`src/icmp_rm_pkg.sv`:
```
// shared types and constants for the icmp reply matcher
// no dependencies
package icmp_rm_pkg;

  typedef struct packed {
    logic [7:0] data_byte;
    logic       last_byte;
  } in_beat_t;

  typedef struct packed {
    logic [2:0]  result_kind;
    logic [7:0]  message_type;
    logic        checksum_ok;
    logic [15:0] found_id;
    logic [15:0] found_seq;
  } out_beat_t;

  typedef enum logic [2:0] {
    KIND_ECHO      = 3'd0,
    KIND_UNREACH   = 3'd1,
    KIND_TIMEX     = 3'd2,
    KIND_MISMATCH  = 3'd3,
    KIND_UNHANDLED = 3'd4,
    KIND_SHORT     = 3'd5
  } kind_t;

  typedef enum logic [1:0] {
    CLS_NONE  = 2'd0,
    CLS_ECHO  = 2'd1,
    CLS_ERROR = 2'd2,
    CLS_OTHER = 2'd3
  } cls_t;

  // control from the parser to the checksum unit
  typedef struct packed {
    logic       add_en;
    logic       finish;
    logic [7:0] data_byte;
  } csum_ctrl_t;

  localparam int CFG_ADDR_W = 2;
  localparam int CFG_DATA_W = 16;
  localparam logic [CFG_ADDR_W-1:0] CFG_IP_MODE  = 2'd0;
  localparam logic [CFG_ADDR_W-1:0] CFG_EXP_ID   = 2'd1;
  localparam logic [CFG_ADDR_W-1:0] CFG_EXP_SEQ  = 2'd2;

  localparam logic [7:0] T4_ECHO_REPLY = 8'd0;
  localparam logic [7:0] T4_UNREACH    = 8'd3;
  localparam logic [7:0] T4_TIMEX      = 8'd11;
  localparam logic [7:0] T6_ECHO_REPLY = 8'd129;
  localparam logic [7:0] T6_UNREACH    = 8'd1;
  localparam logic [7:0] T6_TIMEX      = 8'd3;

  localparam int ECHO_HDR_LEN = 8;
  localparam int ERR_HDR_LEN  = 8;
  localparam int IP4_HDR_MIN  = 20;
  localparam int V4_MIN_LEN   = IP4_HDR_MIN + ECHO_HDR_LEN;
  localparam int ERR_MIN_LEN  = IP4_HDR_MIN * 2 + ECHO_HDR_LEN * 2;
  localparam int V6_MIN_LEN   = 8;
  localparam int V6_ECHO_OFS  = 48;

endpackage

```
`src/icmp_reply_matcher.sv`:
```
// top level of the icmp reply matcher: input stage, config registers, result register
// depends on icmp_rm_pkg, icmp_rm_parse and icmp_rm_csum
//
//   channel | direction | handshake         | payload
//   in_     | input     | in_valid/in_stall | in_data (data_byte, last_byte)
//   out_    | output    | out_valid/out_stall | out_data (one beat per packet)
//   cfg_    | input     | cfg_we            | cfg_addr, cfg_wdata
//
// one byte is taken per cycle unless in_stall is high; a byte is parsed from s1_r
// the result beat appears the cycle after the last byte is parsed
// a waiting result only holds back the next last byte, other bytes keep flowing
// reset is synchronous and clears config, parser state and both valid flags
module icmp_reply_matcher #(
  parameter int COUNT_BITS = 16
) (
  input  logic                                 clk,
  input  logic                                 rst_n,
  input  logic                                 in_valid,
  output logic                                 in_stall,
  input  icmp_rm_pkg::in_beat_t                in_data,
  output logic                                 out_valid,
  input  logic                                 out_stall,
  output icmp_rm_pkg::out_beat_t               out_data,
  input  logic                                 cfg_we,
  input  logic [icmp_rm_pkg::CFG_ADDR_W-1:0]   cfg_addr,
  input  logic [icmp_rm_pkg::CFG_DATA_W-1:0]   cfg_wdata
);

  logic                    ip_mode_r;
  logic [15:0]             exp_id_r, exp_seq_r;
  logic                    s1_valid_r;
  icmp_rm_pkg::in_beat_t   s1_r;
  logic                    out_valid_r;
  icmp_rm_pkg::out_beat_t  out_data_r;
  logic                    proceed, sum_ok;
  icmp_rm_pkg::csum_ctrl_t csum_ctrl;
  icmp_rm_pkg::out_beat_t  res;

  assign proceed  = s1_valid_r && (!s1_r.last_byte || !out_valid_r || !out_stall);
  assign in_stall = s1_valid_r && !proceed;
  assign out_valid = out_valid_r;
  assign out_data  = out_data_r;

  always_ff @(posedge clk) begin
    if (!rst_n) begin
      ip_mode_r <= 1'b0;
      exp_id_r  <= '0;
      exp_seq_r <= '0;
    end else if (cfg_we) begin
      unique case (cfg_addr)
        icmp_rm_pkg::CFG_IP_MODE: ip_mode_r <= cfg_wdata[0];
        icmp_rm_pkg::CFG_EXP_ID:  exp_id_r  <= cfg_wdata;
        icmp_rm_pkg::CFG_EXP_SEQ: exp_seq_r <= cfg_wdata;
        default: ;
      endcase
    end
  end

  always_ff @(posedge clk) begin
    if (!rst_n) begin
      s1_valid_r <= 1'b0;
    end else if (!in_stall) begin
      s1_valid_r <= in_valid;
    end
    if (in_valid && !in_stall) begin
      s1_r <= in_data;
    end
  end

  always_ff @(posedge clk) begin
    if (!rst_n) begin
      out_valid_r <= 1'b0;
    end else if (proceed && s1_r.last_byte) begin
      out_valid_r <= 1'b1;
    end else if (!out_stall) begin
      out_valid_r <= 1'b0;
    end
    if (proceed && s1_r.last_byte) begin
      out_data_r <= res;
    end
  end

  icmp_rm_parse #(
    .COUNT_BITS (COUNT_BITS)
  ) u_parse (
    .clk       (clk),
    .rst_n     (rst_n),
    .step      (proceed),
    .beat      (s1_r),
    .ip_mode   (ip_mode_r),
    .exp_id    (exp_id_r),
    .exp_seq   (exp_seq_r),
    .sum_ok    (sum_ok),
    .csum_ctrl (csum_ctrl),
    .res       (res)
  );

  icmp_rm_csum u_csum (
    .clk    (clk),
    .rst_n  (rst_n),
    .ctrl   (csum_ctrl),
    .sum_ok (sum_ok)
  );

endmodule

```
`src/icmp_rm_csum.sv`:
```
// one's-complement checksum accumulator over the icmp part
// depends on icmp_rm_pkg
module icmp_rm_csum (
  input  logic                    clk,
  input  logic                    rst_n,
  input  icmp_rm_pkg::csum_ctrl_t ctrl,
  output logic                    sum_ok
);

  logic [15:0] sum_r, sum_nxt;
  logic [7:0]  hold_r, hold_nxt;
  logic        hold_vld_r, hold_vld_nxt;
  logic [15:0] final_sum;

  function automatic logic [15:0] ones_add(input logic [15:0] a, input logic [15:0] w);
    logic [16:0] s;
    s = {1'b0, a} + {1'b0, w};
    return s[16] ? (s[15:0] + 16'd1) : s[15:0];
  endfunction

  always_comb begin
    sum_nxt      = sum_r;
    hold_nxt     = hold_r;
    hold_vld_nxt = hold_vld_r;
    if (ctrl.add_en) begin
      if (hold_vld_r) begin
        sum_nxt      = ones_add(sum_r, {hold_r, ctrl.data_byte});
        hold_vld_nxt = 1'b0;
      end else begin
        hold_nxt     = ctrl.data_byte;
        hold_vld_nxt = 1'b1;
      end
    end
    // odd trailing byte padded with a zero low byte
    final_sum = hold_vld_nxt ? ones_add(sum_nxt, {hold_nxt, 8'h00}) : sum_nxt;
    sum_ok    = (final_sum == 16'hFFFF);
  end

  always_ff @(posedge clk) begin
    if (!rst_n || ctrl.finish) begin
      sum_r      <= '0;
      hold_r     <= '0;
      hold_vld_r <= 1'b0;
    end else begin
      sum_r      <= sum_nxt;
      hold_r     <= hold_nxt;
      hold_vld_r <= hold_vld_nxt;
    end
  end

endmodule

```
`src/icmp_rm_parse.sv`:
```
// byte position tracking, type classification, id/seq capture and result forming
// depends on icmp_rm_pkg
module icmp_rm_parse #(
  parameter int COUNT_BITS = 16
) (
  input  logic                    clk,
  input  logic                    rst_n,
  input  logic                    step,
  input  icmp_rm_pkg::in_beat_t   beat,
  input  logic                    ip_mode,
  input  logic [15:0]             exp_id,
  input  logic [15:0]             exp_seq,
  input  logic                    sum_ok,
  output icmp_rm_pkg::csum_ctrl_t csum_ctrl,
  output icmp_rm_pkg::out_beat_t  res
);

  localparam int CW = COUNT_BITS + 1;
  localparam logic [COUNT_BITS-1:0] COUNT_MAX = {COUNT_BITS{1'b1}};

  logic [COUNT_BITS-1:0] cnt_r, cnt_nxt;
  logic [5:0]            icmp_start_r, icmp_start_nxt, icmp_start_e;
  logic [7:0]            echo_start_r, echo_start_nxt;
  logic [7:0]            type_r, type_nxt;
  icmp_rm_pkg::cls_t     cls_r, cls_nxt;
  logic [15:0]           id_r, id_nxt;
  logic [15:0]           seq_r, seq_nxt;
  logic                  found_r, found_nxt;

  logic                  take, v6, at_type, is_echo, is_err, short_pkt;
  logic [7:0]            b;
  logic [CW-1:0]         pos_x, ist_x, echo_x, off_x, len_x, echo_end_x;
  icmp_rm_pkg::kind_t    kind;

  always_comb begin
    v6   = ip_mode;
    b    = beat.data_byte;
    take = step && (cnt_r != COUNT_MAX);

    icmp_start_e = (cnt_r == '0) ? (v6 ? 6'd0 : {b[3:0], 2'b00}) : icmp_start_r;
    pos_x   = CW'(cnt_r);
    ist_x   = CW'(icmp_start_e);
    echo_x  = CW'(echo_start_r);
    off_x   = pos_x - echo_x;
    at_type = (pos_x == ist_x);

    is_echo = v6 ? (b == icmp_rm_pkg::T6_ECHO_REPLY) : (b == icmp_rm_pkg::T4_ECHO_REPLY);
    is_err  = v6 ? (b == icmp_rm_pkg::T6_UNREACH || b == icmp_rm_pkg::T6_TIMEX)
                 : (b == icmp_rm_pkg::T4_UNREACH || b == icmp_rm_pkg::T4_TIMEX);

    cnt_nxt        = cnt_r;
    icmp_start_nxt = icmp_start_r;
    echo_start_nxt = echo_start_r;
    type_nxt       = type_r;
    cls_nxt        = cls_r;
    id_nxt         = id_r;
    seq_nxt        = seq_r;
    found_nxt      = found_r;

    if (take) begin
      cnt_nxt        = cnt_r + 1'b1;
      icmp_start_nxt = icmp_start_e;

      if (at_type) begin
        type_nxt = b;
        if (is_echo) begin
          cls_nxt        = icmp_rm_pkg::CLS_ECHO;
          echo_start_nxt = 8'(icmp_start_e);
          found_nxt      = 1'b1;
        end else if (is_err) begin
          cls_nxt = icmp_rm_pkg::CLS_ERROR;
          if (v6) begin
            echo_start_nxt = 8'(icmp_start_e) + 8'(icmp_rm_pkg::V6_ECHO_OFS);
            found_nxt      = 1'b1;
          end
        end else begin
          cls_nxt = icmp_rm_pkg::CLS_OTHER;
        end
      end

      // inner ipv4 header of a quoted datagram
      if (!v6 && cls_r == icmp_rm_pkg::CLS_ERROR && !found_r &&
          pos_x == ist_x + CW'(icmp_rm_pkg::ERR_HDR_LEN)) begin
        echo_start_nxt = 8'(pos_x + CW'({b[3:0], 2'b00}));
        found_nxt      = 1'b1;
      end

      if (found_r && pos_x >= echo_x) begin
        if (off_x == CW'(4) || off_x == CW'(5)) begin
          id_nxt = {id_r[7:0], b};
        end else if (off_x == CW'(6) || off_x == CW'(7)) begin
          seq_nxt = {seq_r[7:0], b};
        end
      end
    end

    csum_ctrl.add_en    = take && (pos_x >= ist_x);
    csum_ctrl.finish    = step && beat.last_byte;
    csum_ctrl.data_byte = b;

    len_x      = CW'(cnt_nxt);
    echo_end_x = CW'(echo_start_nxt) + CW'(icmp_rm_pkg::ECHO_HDR_LEN);
    short_pkt  = (len_x < (v6 ? CW'(icmp_rm_pkg::V6_MIN_LEN) : CW'(icmp_rm_pkg::V4_MIN_LEN))) ||
                 (cls_nxt == icmp_rm_pkg::CLS_NONE);

    priority if (short_pkt) begin
      kind = icmp_rm_pkg::KIND_SHORT;
    end else if (cls_nxt == icmp_rm_pkg::CLS_OTHER) begin
      kind = icmp_rm_pkg::KIND_UNHANDLED;
    end else if (cls_nxt == icmp_rm_pkg::CLS_ERROR &&
                 len_x < CW'(icmp_rm_pkg::ERR_MIN_LEN)) begin
      kind = icmp_rm_pkg::KIND_SHORT;
    end else if (!found_nxt || len_x < echo_end_x) begin
      kind = icmp_rm_pkg::KIND_SHORT;
    end else if (id_nxt != exp_id || seq_nxt != exp_seq) begin
      kind = icmp_rm_pkg::KIND_MISMATCH;
    end else if (cls_nxt == icmp_rm_pkg::CLS_ECHO) begin
      kind = icmp_rm_pkg::KIND_ECHO;
    end else if (type_nxt == (v6 ? icmp_rm_pkg::T6_UNREACH : icmp_rm_pkg::T4_UNREACH)) begin
      kind = icmp_rm_pkg::KIND_UNREACH;
    end else begin
      kind = icmp_rm_pkg::KIND_TIMEX;
    end

    res.result_kind  = kind;
    res.message_type = type_nxt;
    res.checksum_ok  = v6 || sum_ok;
    res.found_id     = (kind <= icmp_rm_pkg::KIND_MISMATCH) ? id_nxt : 16'd0;
    res.found_seq    = (kind <= icmp_rm_pkg::KIND_MISMATCH) ? seq_nxt : 16'd0;
  end

  always_ff @(posedge clk) begin
    if (!rst_n || (step && beat.last_byte)) begin
      cnt_r        <= '0;
      icmp_start_r <= '0;
      echo_start_r <= '0;
      type_r       <= '0;
      cls_r        <= icmp_rm_pkg::CLS_NONE;
      id_r         <= '0;
      seq_r        <= '0;
      found_r      <= 1'b0;
    end else begin
      cnt_r        <= cnt_nxt;
      icmp_start_r <= icmp_start_nxt;
      echo_start_r <= echo_start_nxt;
      type_r       <= type_nxt;
      cls_r        <= cls_nxt;
      id_r         <= id_nxt;
      seq_r        <= seq_nxt;
      found_r      <= found_nxt;
    end
  end

endmodule

```
`config.mk`:
```
export PLATFORM = sky130hd
export DESIGN_NAME = icmp_reply_matcher
export DESIGN_NICKNAME = d
export VERILOG_FILES = /design/src/icmp_rm_pkg.sv /design/src/icmp_reply_matcher.sv /design/src/icmp_rm_csum.sv /design/src/icmp_rm_parse.sv
export SDC_FILE = /design/constraint.sdc
export NUM_CORES = 1
export LEC_CHECK = 0
export BUFFER_PORTS_ARGS = -buffer_cell sky130_fd_sc_hd__buf_2
export CAP_MARGIN = 20
export CELL_PAD_IN_SITES_DETAIL_PLACEMENT = 0
export CELL_PAD_IN_SITES_GLOBAL_PLACEMENT = 1
export CORE_UTILIZATION = 51
export DETAILED_ROUTE_END_ITERATION = 8
export HOLD_SLACK_MARGIN = 0.15
export PLACE_DENSITY_LB_ADDON = 0.1
export SYNTH_ARGS = -nofsm -noshare
export SYNTH_HDL_FRONTEND = slang
export SYNTH_SLANG_ARGS = --single-unit
```
`constraint.sdc`:
```
create_clock -name clk -period 16.2 [get_ports clk]
set_clock_uncertainty 0.15 [all_clocks]
set_input_delay 1.62 -clock clk [delete_from_list [all_inputs] [get_ports clk]]
set_output_delay 1.62 -clock clk [all_outputs]
set_load 0.03 [all_outputs]
```
### Word-level counts from Yosys, hierarchy flattened

Index checks and enable logic that the tools add are counted.
Widths: inputs -> output; s select.

| storage, ports and cells | value |
|---|---|
| flip-flop bits (word level) | 186 |
| bits in latches | 0 |
| RAM bits | 0 |
| bits in read-only memories | 0 |
| input bits | 32 |
| output and inout bits | 46 |
| memories kept | 0 |

| operators by class | value |
|---|---|
| add/subtract/negate cells | 10 |
| multiply operators | 0 |
| div/mod/pow operators | 0 |
| magnitude comparators | 6 |
| equality and inequality tests | 22 |
| shift operators | 0 |
| muxes and demuxes | 50 |
| bitwise operators | 0 |
| reductions and logical operators | 38 |

Operators with widths:

| operator | number |
|---|---|
| $mux 16 | 13 |
| $mux 8 | 10 |
| $eq 17x3->1 const B | 4 |
| $add 16x1->16 const B | 3 |
| $add 16x16->17 | 2 |
| $lt 16x17->1 | 2 |
| $ne 16x16->1 | 2 |
| $mux 3 | 6 |
| $sub 16x8->17 | 1 |
| $eq 16x16->1 const B | 1 |
| $eq 16x6->1 | 1 |
| $eq 16x7->1 | 1 |
| $ge 16x6->1 | 1 |
| $ge 16x8->1 | 1 |
| $logic_not 16->1 | 1 |
| $lt 16x6->1 const B | 1 |
| $ne 16x16->1 const B | 1 |
| $mux 1 | 13 |
| $mux 6 | 2 |
| $logic_and 1x1->1 | 11 |
| $logic_or 1x1->1 | 11 |
| $mux 2 | 5 |
| $add 8x4->9 const B | 1 |
| $logic_not 1->1 | 9 |
| 16 further kinds | 23 |

### Longest topological paths before layout

Gate-level depths: netlist (run 1).

| logic depth | value |
|---|---|
| depth in word-level cells | 17 |
| gate-level depth with buffers | 28 |
| mapped depth without buffers | 27 |

### By module

Synthesis (run 1) repeated with hierarchy kept, for this count alone.

| unflattened totals | value |
|---|---|
| cell total of the unflattened synthesis | 1369 |
| area, all modules | 12106.6 µm² |

Modules (own cells, without submodules):

| module | instances | cells each | area each (µm²) |
|---|---|---|---|
| icmp_rm_parse | 1 | 823 | 6321.1 |
| icmp_reply_matcher | 1 | 192 | 2972.9 |
| icmp_rm_csum | 1 | 354 | 2812.7 |

### Worst setup path before layout (run 1)

Ideal clock, no wire load.

| timing path | value |
|---|---|
| path kind | in2reg |
| start | input port out_stall |
| end | register out_data_r, in the netlist out_data[32] (data pin) |
| setup time | 0.135 ns |
| data arrival time | 5.729 ns |
| slack | 10.186 ns |
| stages on the path | 20 |
| path buffers | 1 |
| cells stage by stage | nand3_1 and2_1 o21ai_1 clkbuf_1 nor3_2 mux2_2 ha_1 inv_1 fa_1 nor2b_1 o21ai_0 a21boi_0 o21ai_0 and3_1 o32a_1 a2111oi_0 o21ai_0 mux2i_1 o311ai_1 nand3_1 |

RTL lines:

| item | RTL line | RTL |
|---|---|---|
| from (decl) | icmp_reply_matcher.sv:22 | `input logic out_stall,` |
| to (signal assigned) | icmp_reply_matcher.sv:79 | `out_data_r <= res;` |
| to (decl) | icmp_reply_matcher.sv:34 | `icmp_rm_pkg::out_beat_t out_data_r;` |

==> impl_metrics.toml, run 1 <==
[placement]
gp_congestion = 0.9188
place_inst = 1671
placed_area_um2 = 12360
portBuffers = 77
dp_hpwl_um = 25720

[hold_path]
hold_class = "flop to flop"
min_path_cells = 2
hp-start = "exp_id_r[3]"

[final_layout]
fin_cells = 1703
area_delta_synth_final_pct = 10.47
multi_input_area_um2 = 6995
layout-drive-gt1-share_pct = 11.78
nFillCells = 2061
diodes = 0
seqCellArea_um2 = 4254
final_cell_area_um2 = 13010
final_nets = 1499

[timing]
period_share_pct = 45.86
fin_crit_ns = 7.429
finalSetupTns_ns = 0
worst_slew_pin_slew_ns = 1.069
fmax_ghz = 0.1346
hold_violations = 0
relSlewSlack_pct = 28.61
holdWs_ns = 0.3409
rsz0062_at_grt = "no"
setup_violations = 0
drv_slew = 0

[critical_path]
rr_worst_depth = 23
cp.required_ns = 16.36
critPathKind = "flop to flop"
path_max_fanout = 16
critPathLaunchType = "flop"
end_kind = "flop"
crit_start = "u_parse.cnt_r[13]"
cp_data_arrival_time_ns = 7.59
r2r_start = "u_parse.cnt_r[13]"

[floorplan]
die_w_um = 153.9
rows = 55
chipHeight_um = 153.9
initial_core_util_pct = 52.00
ios = 78
coreArea_um2 = 22640
dieArea_um2 = 23700

[grt]
grt_pass1_vias = 9872
grtUsageTotal_pct = 30.05
grt_max_degree = 49
grt_first_pass_wirelength_um = 55080
antenna_found_initial = 1
grt_overflow = 0

[power_and_ir_drop]
irDropWorstVdd_uv = 68.11
power.density_nw_per_um2 = 79.78
p_leak_uw = 0.005218

[yosys]
synth_top_area_share_pct = 22.61
syn_inst = 1358
synth_edf_count = 53
ys.flop_type = "dfxtp_1"
syn-mean-instance-area_um2 = 8.670
synth_area_leaders = "dfxtp_1, edfxtp_1, ha_1"
ys_ff_latch = 186
syn_area_um2 = 11770
ys_types = 88
synth_nets = 1452
yosys_warnings = 0
ys_seq_area_share_pct = 36.13
async_reset_ff_share_pct = 0
yosysMostFrequentCell = "nor2_1"
synth.largest_area_cell = "dfxtp_1"
synthTopCellsByCount = "nor2_1, dfxtp_1, nand2_1"

[drt]
wl_um = 34970
post_drt_wl_per_cell_um = 20.54
viasPerCell = 6.051
drt_iter0_markers = 908
drtPass1Iterations = 5
drc = 0
ant_nets = 0
via_count = 10310

[outcome]
status = "complete, no violations"

[clock_tree]
cts.sinks = 186
clock_path_buffers = 2
worstSkewPairLatency_ns = 0.46
cts_buffers = 17
cts_tree = "yes"
cts_hold_buf = 0
ctsHtreeMaxLevel = 4
cts_resized = 0
cts_root_buffer = "clkbuf_16"
post_cts_buffers = 0
clkTransAtPathRegs_ns = 0.09

[flow_run]
cap_viol_max_count = 0
==> logic make-up after synthesis <==
kind of cell               count (synthesis)  synth area share, %
DFF                                      186                36.13
xor gates and xnor gates                  76                5.781
muxes                                     55                4.846
buffers and inverters                    135                4.591
adders and majority gates                 62                6.844
and+or+nand+nor                          537                23.25
AOI/OAI and AO/OA                        307                18.55
==> stage by stage <==
step	worst slack (ns)	util, %	power [uW]
finish	8.771	57.45	1038
global route	8.052	57.45	1073
CTS	8.859	57.45	1043
detailed placement	8.915	54.59	595.8
global placement	9.084	54.59	595.1
floorplan	10.19	-	563.3
==> flip-flops by register name, summed over array words and instances, names as in the netlist, 2 cells and up <==
signal / cells
u_parse.cnt_r: 16
u_csum.hold_r: 8
exp_seq_r: 16
s1_r: 9
u_parse.id_r: 16
u_parse.cls_r: 2
u_parse.echo_start_r: 8
u_parse.type_r: 8
u_csum.sum_r: 16
exp_id_r: 16
out_data: 44
u_parse.seq_r: 16
u_parse.icmp_start_r: 6
==> path summary, 6_finish.rpt <==
path / end / slack (ns)
worst max-delay path: out_data[32] / 8.77
worst min-delay path: exp_id_r[3] / 0.34
worst max register to register: out_data[32] / 8.77
worst min register to register: exp_id_r[3] / 0.34
==> critical path, stage by stage, from the launching register on <==
cell	delay (ns)
dfxtp_1	0.45
nor4_2	0.53
nand4_1	0.62
nand2_1	0.27
inv_1	0.08
ha_1	0.32
nand2_1	0.11
a311oi_1	0.44
a221o_1	0.32
nand3_1	0.41
o21ai_0	0.42
inv_1	0.13
fa_1	0.46
nor2b_1	0.12
o21ai_0	0.09
a21boi_0	0.39
o21ai_0	0.30
and3_1	0.27
o32a_1	0.33
a2111oi_0	0.46
o21ai_0	0.21
mux2i_1	0.17
o311ai_1	0.11
nand3_1	0.11
==> area by class of cell <==
class                           instances  area share, %
Multi-Input combinational cell       1037          53.79
Sequential cell                       186          32.71
Timing Repair Buffer                   89          3.656
Clock buffer                           17          3.271
Tap cell                              285          2.742
Inverter                               74          2.136
Clock inverter                         15          1.703
==> cells in the final DEF, fill, tap and decap left out, types with 10 or more instances in the layout <==
master	n
a211oi_1	12
a21boi_0	39
a21o_1	17
a21oi_1	71
a31oi_1	11
and2_1	36
and3_1	19
buf_2	77
buf_4	12
clkbuf_16	17
dfxtp_1	133
edfxtp_1	53
ha_1	58
inv_1	74
mux2_2	16
mux2i_1	39
nand2_1	130
nand2b_1	23
nand3_1	27
nand4_1	25
nor2_1	148
nor2b_1	17
nor3_1	28
nor3b_1	11
nor4_1	15
o211ai_1	11
o21ai_0	36
o22ai_1	12
or3_1	10
xnor2_1	39
xor2_1	36
==> report_power, final <==
part	switching [uW]	total, uW	internal, uW	leakage [uW]
clock network	234	451	217	0.000310
registers	10.5	495	484	0.00162
logic	59.3	91.8	32.5	0.00329
total	303	1040	734	0.00522
==> metal layers <==
layer / part of all wire [%] / wire, um / GRT usage (%)
met1: 47 / 16390 / 41.60
met2: 45 / 15780 / 47.23
met3: 5.6 / 1944 / 5.073
met4: 2.5 / 862 / 10.38
met5: 0 / 0 / 0
Note: power is estimated with default switching activity, not from simulation.
==> run 2, diff against run 1 <==
--- a/config.mk
+++ b/config.mk
@@ -9,7 +9,7 @@
 export CAP_MARGIN = 20
 export CELL_PAD_IN_SITES_DETAIL_PLACEMENT = 0
 export CELL_PAD_IN_SITES_GLOBAL_PLACEMENT = 1
-export CORE_UTILIZATION = 51
+export CORE_UTILIZATION = 43
 export DETAILED_ROUTE_END_ITERATION = 8
 export HOLD_SLACK_MARGIN = 0.15
 export PLACE_DENSITY_LB_ADDON = 0.1
==> constraint.sdc (replaced) <==
create_clock -name clk -period 6.4 [get_ports clk]
set_clock_uncertainty 0.15 [all_clocks]
set_input_delay 0.64 -clock clk [delete_from_list [all_inputs] [get_ports clk]]
set_output_delay 0.64 -clock clk [all_outputs]
set_load 0.03 [all_outputs]
==> impl_metrics.toml, run 2 (same netlist as run 1, synthesis figures left out) <==
[outcome]
status = "complete, no violations"

[drt]
drc = 0
via_count = 10390
drt_iter0_markers = 616
drtPass1Iterations = 6
wl_um = 36870
ant_nets = 0
viasPerCell = 5.750
post_drt_wl_per_cell_um = 20.41

[timing]
worst_slew_pin_slew_ns = 0.7164
setup_violations = 0
relSlewSlack_pct = 51.01
fmax_ghz = 0.1649
period_share_pct = 94.74
rsz0062_at_grt = "yes"
fin_crit_ns = 6.063
drv_slew = 0
hold_violations = 0

[power_and_ir_drop]
p_total_uw = 2658
power.density_nw_per_um2 = 196.9
irDropWorstVdd_uv = 135.3
p_leak_uw = 0.005469

[clock_tree]
clock_path_buffers = 2
worstSkewPairLatency_ns = 0.45
cts_buffers = 17
cts_root_buffer = "clkbuf_16"
ctsHtreeMaxLevel = 4
cts_tree = "yes"
cts.sinks = 186
cts_hold_buf = 0
clkTransAtPathRegs_ns = 0.09

[critical_path]
end_kind = "flop"
critPathBufInv = 3
critPathKind = "flop to flop"
cp_data_arrival_time_ns = 6.08
critPathLaunchType = "flop"
slowest_delay_ns = 0.54
path_max_fanout = 16
cp.required_ns = 6.42
cp_slowest_cell = "a2111oi_2"
crit_family = "simple AND/OR/NAND/NOR gates"
crit_path_frequent_cell = "a21oi_1"

[final_layout]
seqCellArea_um2 = 4254
layout-drive-gt1-share_pct = 15.28
nFillCells = 2650
largest_reg_flops = 44
area_delta_synth_final_pct = 14.65
final_cell_mix = "nor2_1, dfxtp_1, nand2_1"
fin_cells = 1807
final_nets = 1547
final_common_cell = "nor2_1"
multi_input_area_um2 = 7056
diodes = 0

[grt]
grt_pass1_vias = 9983
grt_max_degree = 47
antenna_found_initial = 0
grt_overflow = 0
grt_first_pass_wirelength_um = 57100
grtUsageTotal_pct = 26.58

[floorplan]
initial_core_util_pct = 43.81
coreArea_um2 = 26880
dieArea_um2 = 28050
chipHeight_um = 167.5
die_w_um = 167.5
ios = 78
rows = 60

[placement]
dp_hpwl_um = 28130
place_inst = 1774
portBuffers = 77
gp_congestion = 0.9258

[hold_path]
hold_class = "input port to flop"

[flow_run]
cap_viol_max_count = 0
[run 2: changes by cell type in the layout (fill, tap and decap cells not counted), moves of 2 or more]
| cell | delta |
|---|---|
| buf_6 | +2 |
| o21ai_0 | -2 |
| clkinv_8 | -4 |
| inv_12 | +4 |
| buf_4 | +46 |
| a2111oi_0 | -2 |
[run 2: area by class of cell]
| type | instances | share of cell area [%] |
|---|---|---|
| clock inverter | 15 | 1.603 |
| timing repair buffer | 137 | 6.247 |
| tap | 341 | 3.161 |
| inverter | 74 | 2.058 |
| multi-input combinational | 1037 | 52.27 |
| sequential | 186 | 31.51 |
| clock buffer | 17 | 3.151 |
[run 2: path summary, 6_finish.rpt]
kind / depth (start not counted) / slack (ns) / endpoint / from
worst max-delay path: 27 / 0.34 / out_data[42] / u_parse.cnt_r[0]
worst min-delay path: 1 / 0.22 / s1_r[3] / in_data[3]
worst max register to register: 27 / 0.34 / out_data[42] / u_parse.cnt_r[0]
worst min register to register: 2 / 0.35 / exp_id_r[8] / exp_id_r[8]
[run 2: worst reg2reg max path, cell delays in order (launching register included)]
cell and delay [ns]:
dfxtp_1 0.32, inv_1 0.07, ha_1 0.16, nor4b_1 0.28, nand4_1 0.29, mux2i_1 0.21, ha_1 0.32, and3_1 0.17
nand4_1 0.13, a2111oi_2 0.54, nand3_1 0.25, buf_4 0.22, nor3_1 0.28, a21oi_1 0.07, nor2_1 0.11, a21oi_1 0.07
ha_1 0.30, a21o_1 0.18, a21oi_1 0.14, nor2b_1 0.06, o21ai_0 0.14, nand2b_1 0.07, a21oi_1 0.14, o21ai_0 0.08
or3_1 0.43, o221ai_2 0.29, buf_6 0.23, nor2_1 0.12
[run 2: report_power, final]
| part | total [uW] | switching [uW] | internal, uW | leakage [uW] |
|---|---|---|---|---|
| Clock | 1160 | 600 | 556 | 0.000310 |
| Combinational | 259 | 165 | 93.9 | 0.00354 |
| Sequential | 1240 | 17.2 | 1230 | 0.00162 |
[run 2: repair_timing]
action | CTS | global route
endpoints found under the setup margin | 1 | 8
buffers inserted | 0 | 1
pin swaps | 0 | 1
gates resized for setup | 1 | 15
[run 2: routing by layer]
| metal | GRT usage, % | wire length [um] |
|---|---|---|
| met1 | 37.34 | 17490 |
| met2 | 42.28 | 16790 |
| met3 | 3.805 | 1887 |
| met4 | 7.698 | 700 |
| met5 | 0 | 0 |
[run 2: stage by stage]
stage	TNS [ns]	area, um^2	setup WS, ns	util, %	hold WS (ns)
floorplan	0	11770	0.4299	-	0.3024
global placement	0	12780	0.1957	47.56	0.3337
detailed placement	-0.001707	12780	-0.001707	47.56	0.3396
CTS	0	13420	0.08186	49.95	0.2040
global route	-0.02261	13500	-0.02261	50.23	0.2045
finish	0	13500	0.3368	50.23	0.2186
==> run 3, diff against run 2 <==
--- a/config.mk
+++ b/config.mk
@@ -5,12 +5,12 @@
 export SDC_FILE = /design/constraint.sdc
 export NUM_CORES = 1
 export LEC_CHECK = 0
-export BUFFER_PORTS_ARGS = -buffer_cell sky130_fd_sc_hd__buf_2
 export CAP_MARGIN = 20
 export CELL_PAD_IN_SITES_DETAIL_PLACEMENT = 0
 export CELL_PAD_IN_SITES_GLOBAL_PLACEMENT = 1
-export CORE_UTILIZATION = 43
+export CORE_UTILIZATION = 45
 export DETAILED_ROUTE_END_ITERATION = 8
+export DONT_BUFFER_PORTS = 1
 export HOLD_SLACK_MARGIN = 0.15
 export PLACE_DENSITY_LB_ADDON = 0.1
 export SYNTH_ARGS = -nofsm -noshare
==> impl_metrics.toml, run 3 (same netlist as run 1, synthesis figures left out) <==
[placement]
place_inst = 1678
portBuffers = 0
dp_hpwl_um = 27560
gp_congestion = 0.9193
pre_cts_slack_ns = 0.03796

[grt]
grt_overflow = 0
antenna_found_initial = 0
grtUsageTotal_pct = 28.09
grt_max_degree = 54
grt_pass1_vias = 9884
grt_first_pass_wirelength_um = 56590

[power_and_ir_drop]
share_comb_of_total_power_pct = 9.1
p_leak_uw = 0.005132
irDropWorstVdd_uv = 177.7
swShare_pct = 28.23
power.density_nw_per_um2 = 195.6
p_int_uw = 1841
switching_power_uw = 724.3
pwr-share-clk_pct = 42.1
p_seq_share_pct = 48.8

[hold_path]
min_path_cells = 1
hold_class = "input port to flop"

[flow_run]
cap_viol_max_count = 0

[drt]
drc = 0
drt_iter0_markers = 756
drtPass1Iterations = 5
post_drt_wl_per_cell_um = 21.32
viasPerCell = 5.893
via_count = 10140
ant_nets = 0
wl_um = 36690

[clock_tree]
cts_root_buffer = "clkbuf_16"
clock_path_buffers = 2
ctsHtreeMaxLevel = 4
cts_buffers = 17
cts.sinks = 186
clkTransAtPathRegs_ns = 0.08
worstSkewPairLatency_ns = 0.45
cts_tree = "yes"

[timing]
finalSetupTns_ns = 0
period_share_pct = 93.00
fin_crit_ns = 5.952
hold_violations = 0
layout_setup_ws_ns = 0.4481
setup_violations = 0
fmax_ghz = 0.1680
drv_slew = 0
relSlewSlack_pct = 29.41
rsz0062_at_grt = "no"
worst_slew_pin_slew_ns = 1.057

[floorplan]
die_w_um = 163.8
coreArea_um2 = 25400
ios = 78
chipHeight_um = 163.8
rows = 58
dieArea_um2 = 26810
initial_core_util_pct = 46.35

[final_layout]
area_delta_synth_final_pct = 11.38
final_cell_mix = "nor2_1, dfxtp_1, nand2_1"
layout-drive-gt1-share_pct = 10.14
diodes = 0
fin_cells = 1721
final_nets = 1472
final_common_cell = "nor2_1"
largest_reg_flops = 44

[critical_path]
critPathLaunchType = "flop"
r2r_setup_slack_ns = 0.45
cp_slowest_cell = "a221oi_2"
critPathKind = "flop to flop"
rr_worst_depth = 27
path_max_fanout = 6
cp.required_ns = 6.56
end_kind = "flop"
cp_data_arrival_time_ns = 6.11
slowest_delay_ns = 0.41

[outcome]
status = "complete, no violations"
[run 3: repair_timing]
action | 4_1_cts | 5_1_grt
gates resized for setup | 2 | 15
setup endpoints to repair | 1 | 35
setup buffers | 0 | 1
hold buffers | 9 | 0
hold endpoints to repair | 9 | 0
[run 3: through the flow]
step	hold WS, ns	utilization, %	area, um^2	total power, uW
global route	0.1628	51.63	13110	2652
global placement	0.3306	48.56	12330	1500
CTS	0.1587	51.33	13040	2575
detailed placement	0.3366	48.56	12330	1501
finish	0.1711	51.63	13110	2565
floorplan	0.3024	-	11770	1426
[run 3: per-layer routing]
metal | global-route usage (%) | part of all wire, %
met1 | 38.07 | 47
met2 | 45.55 | 46
met3 | 4.899 | 5.1
met4 | 8.291 | 2.3
met5 | 0 | 0
[run 3: path summary, 6_finish.rpt]
path	endpoint	start
worst max-delay path	out_data[32]	u_parse.cnt_r[1]
worst min-delay path	s1_valid_r	in_valid
worst min register to register	exp_id_r[0]	exp_id_r[0]
worst max register to register	out_data[32]	u_parse.cnt_r[1]
[run 3: power groups by stage]
stage	logic, uW	clock network (uW)	registers [uW]
6_report	233	1080	1250
5_1_grt	256	1140	1250
4_1_cts	227	1100	1250
3_5_place_dp	222	0	1280
3_3_place_gp	220	0	1280
2_1_floorplan	150	0	1280
[run 3: layout make-up]
type                       instances  area (um^2)
clock buffer                      17        425.4
tap                              330        412.9
fill                            2431        12290
sequential                       186         4254
clock inverter                    15        181.4
timing repair buffer              62        499.2
multi-input combinational       1037         7063
inverter                          74        277.8
[run 3: critical path, delay by kind of cell, from the launching register on]
family / cells / cell delay [ns]
buffers and inverters: 4 / 0.58
muxes: 3 / 0.73
adders and majority gates: 3 / 0.72
DFF: 1 / 0.32
AOI/OAI and AO/OA: 9 / 2.01
and+or+nand+nor: 8 / 1.31
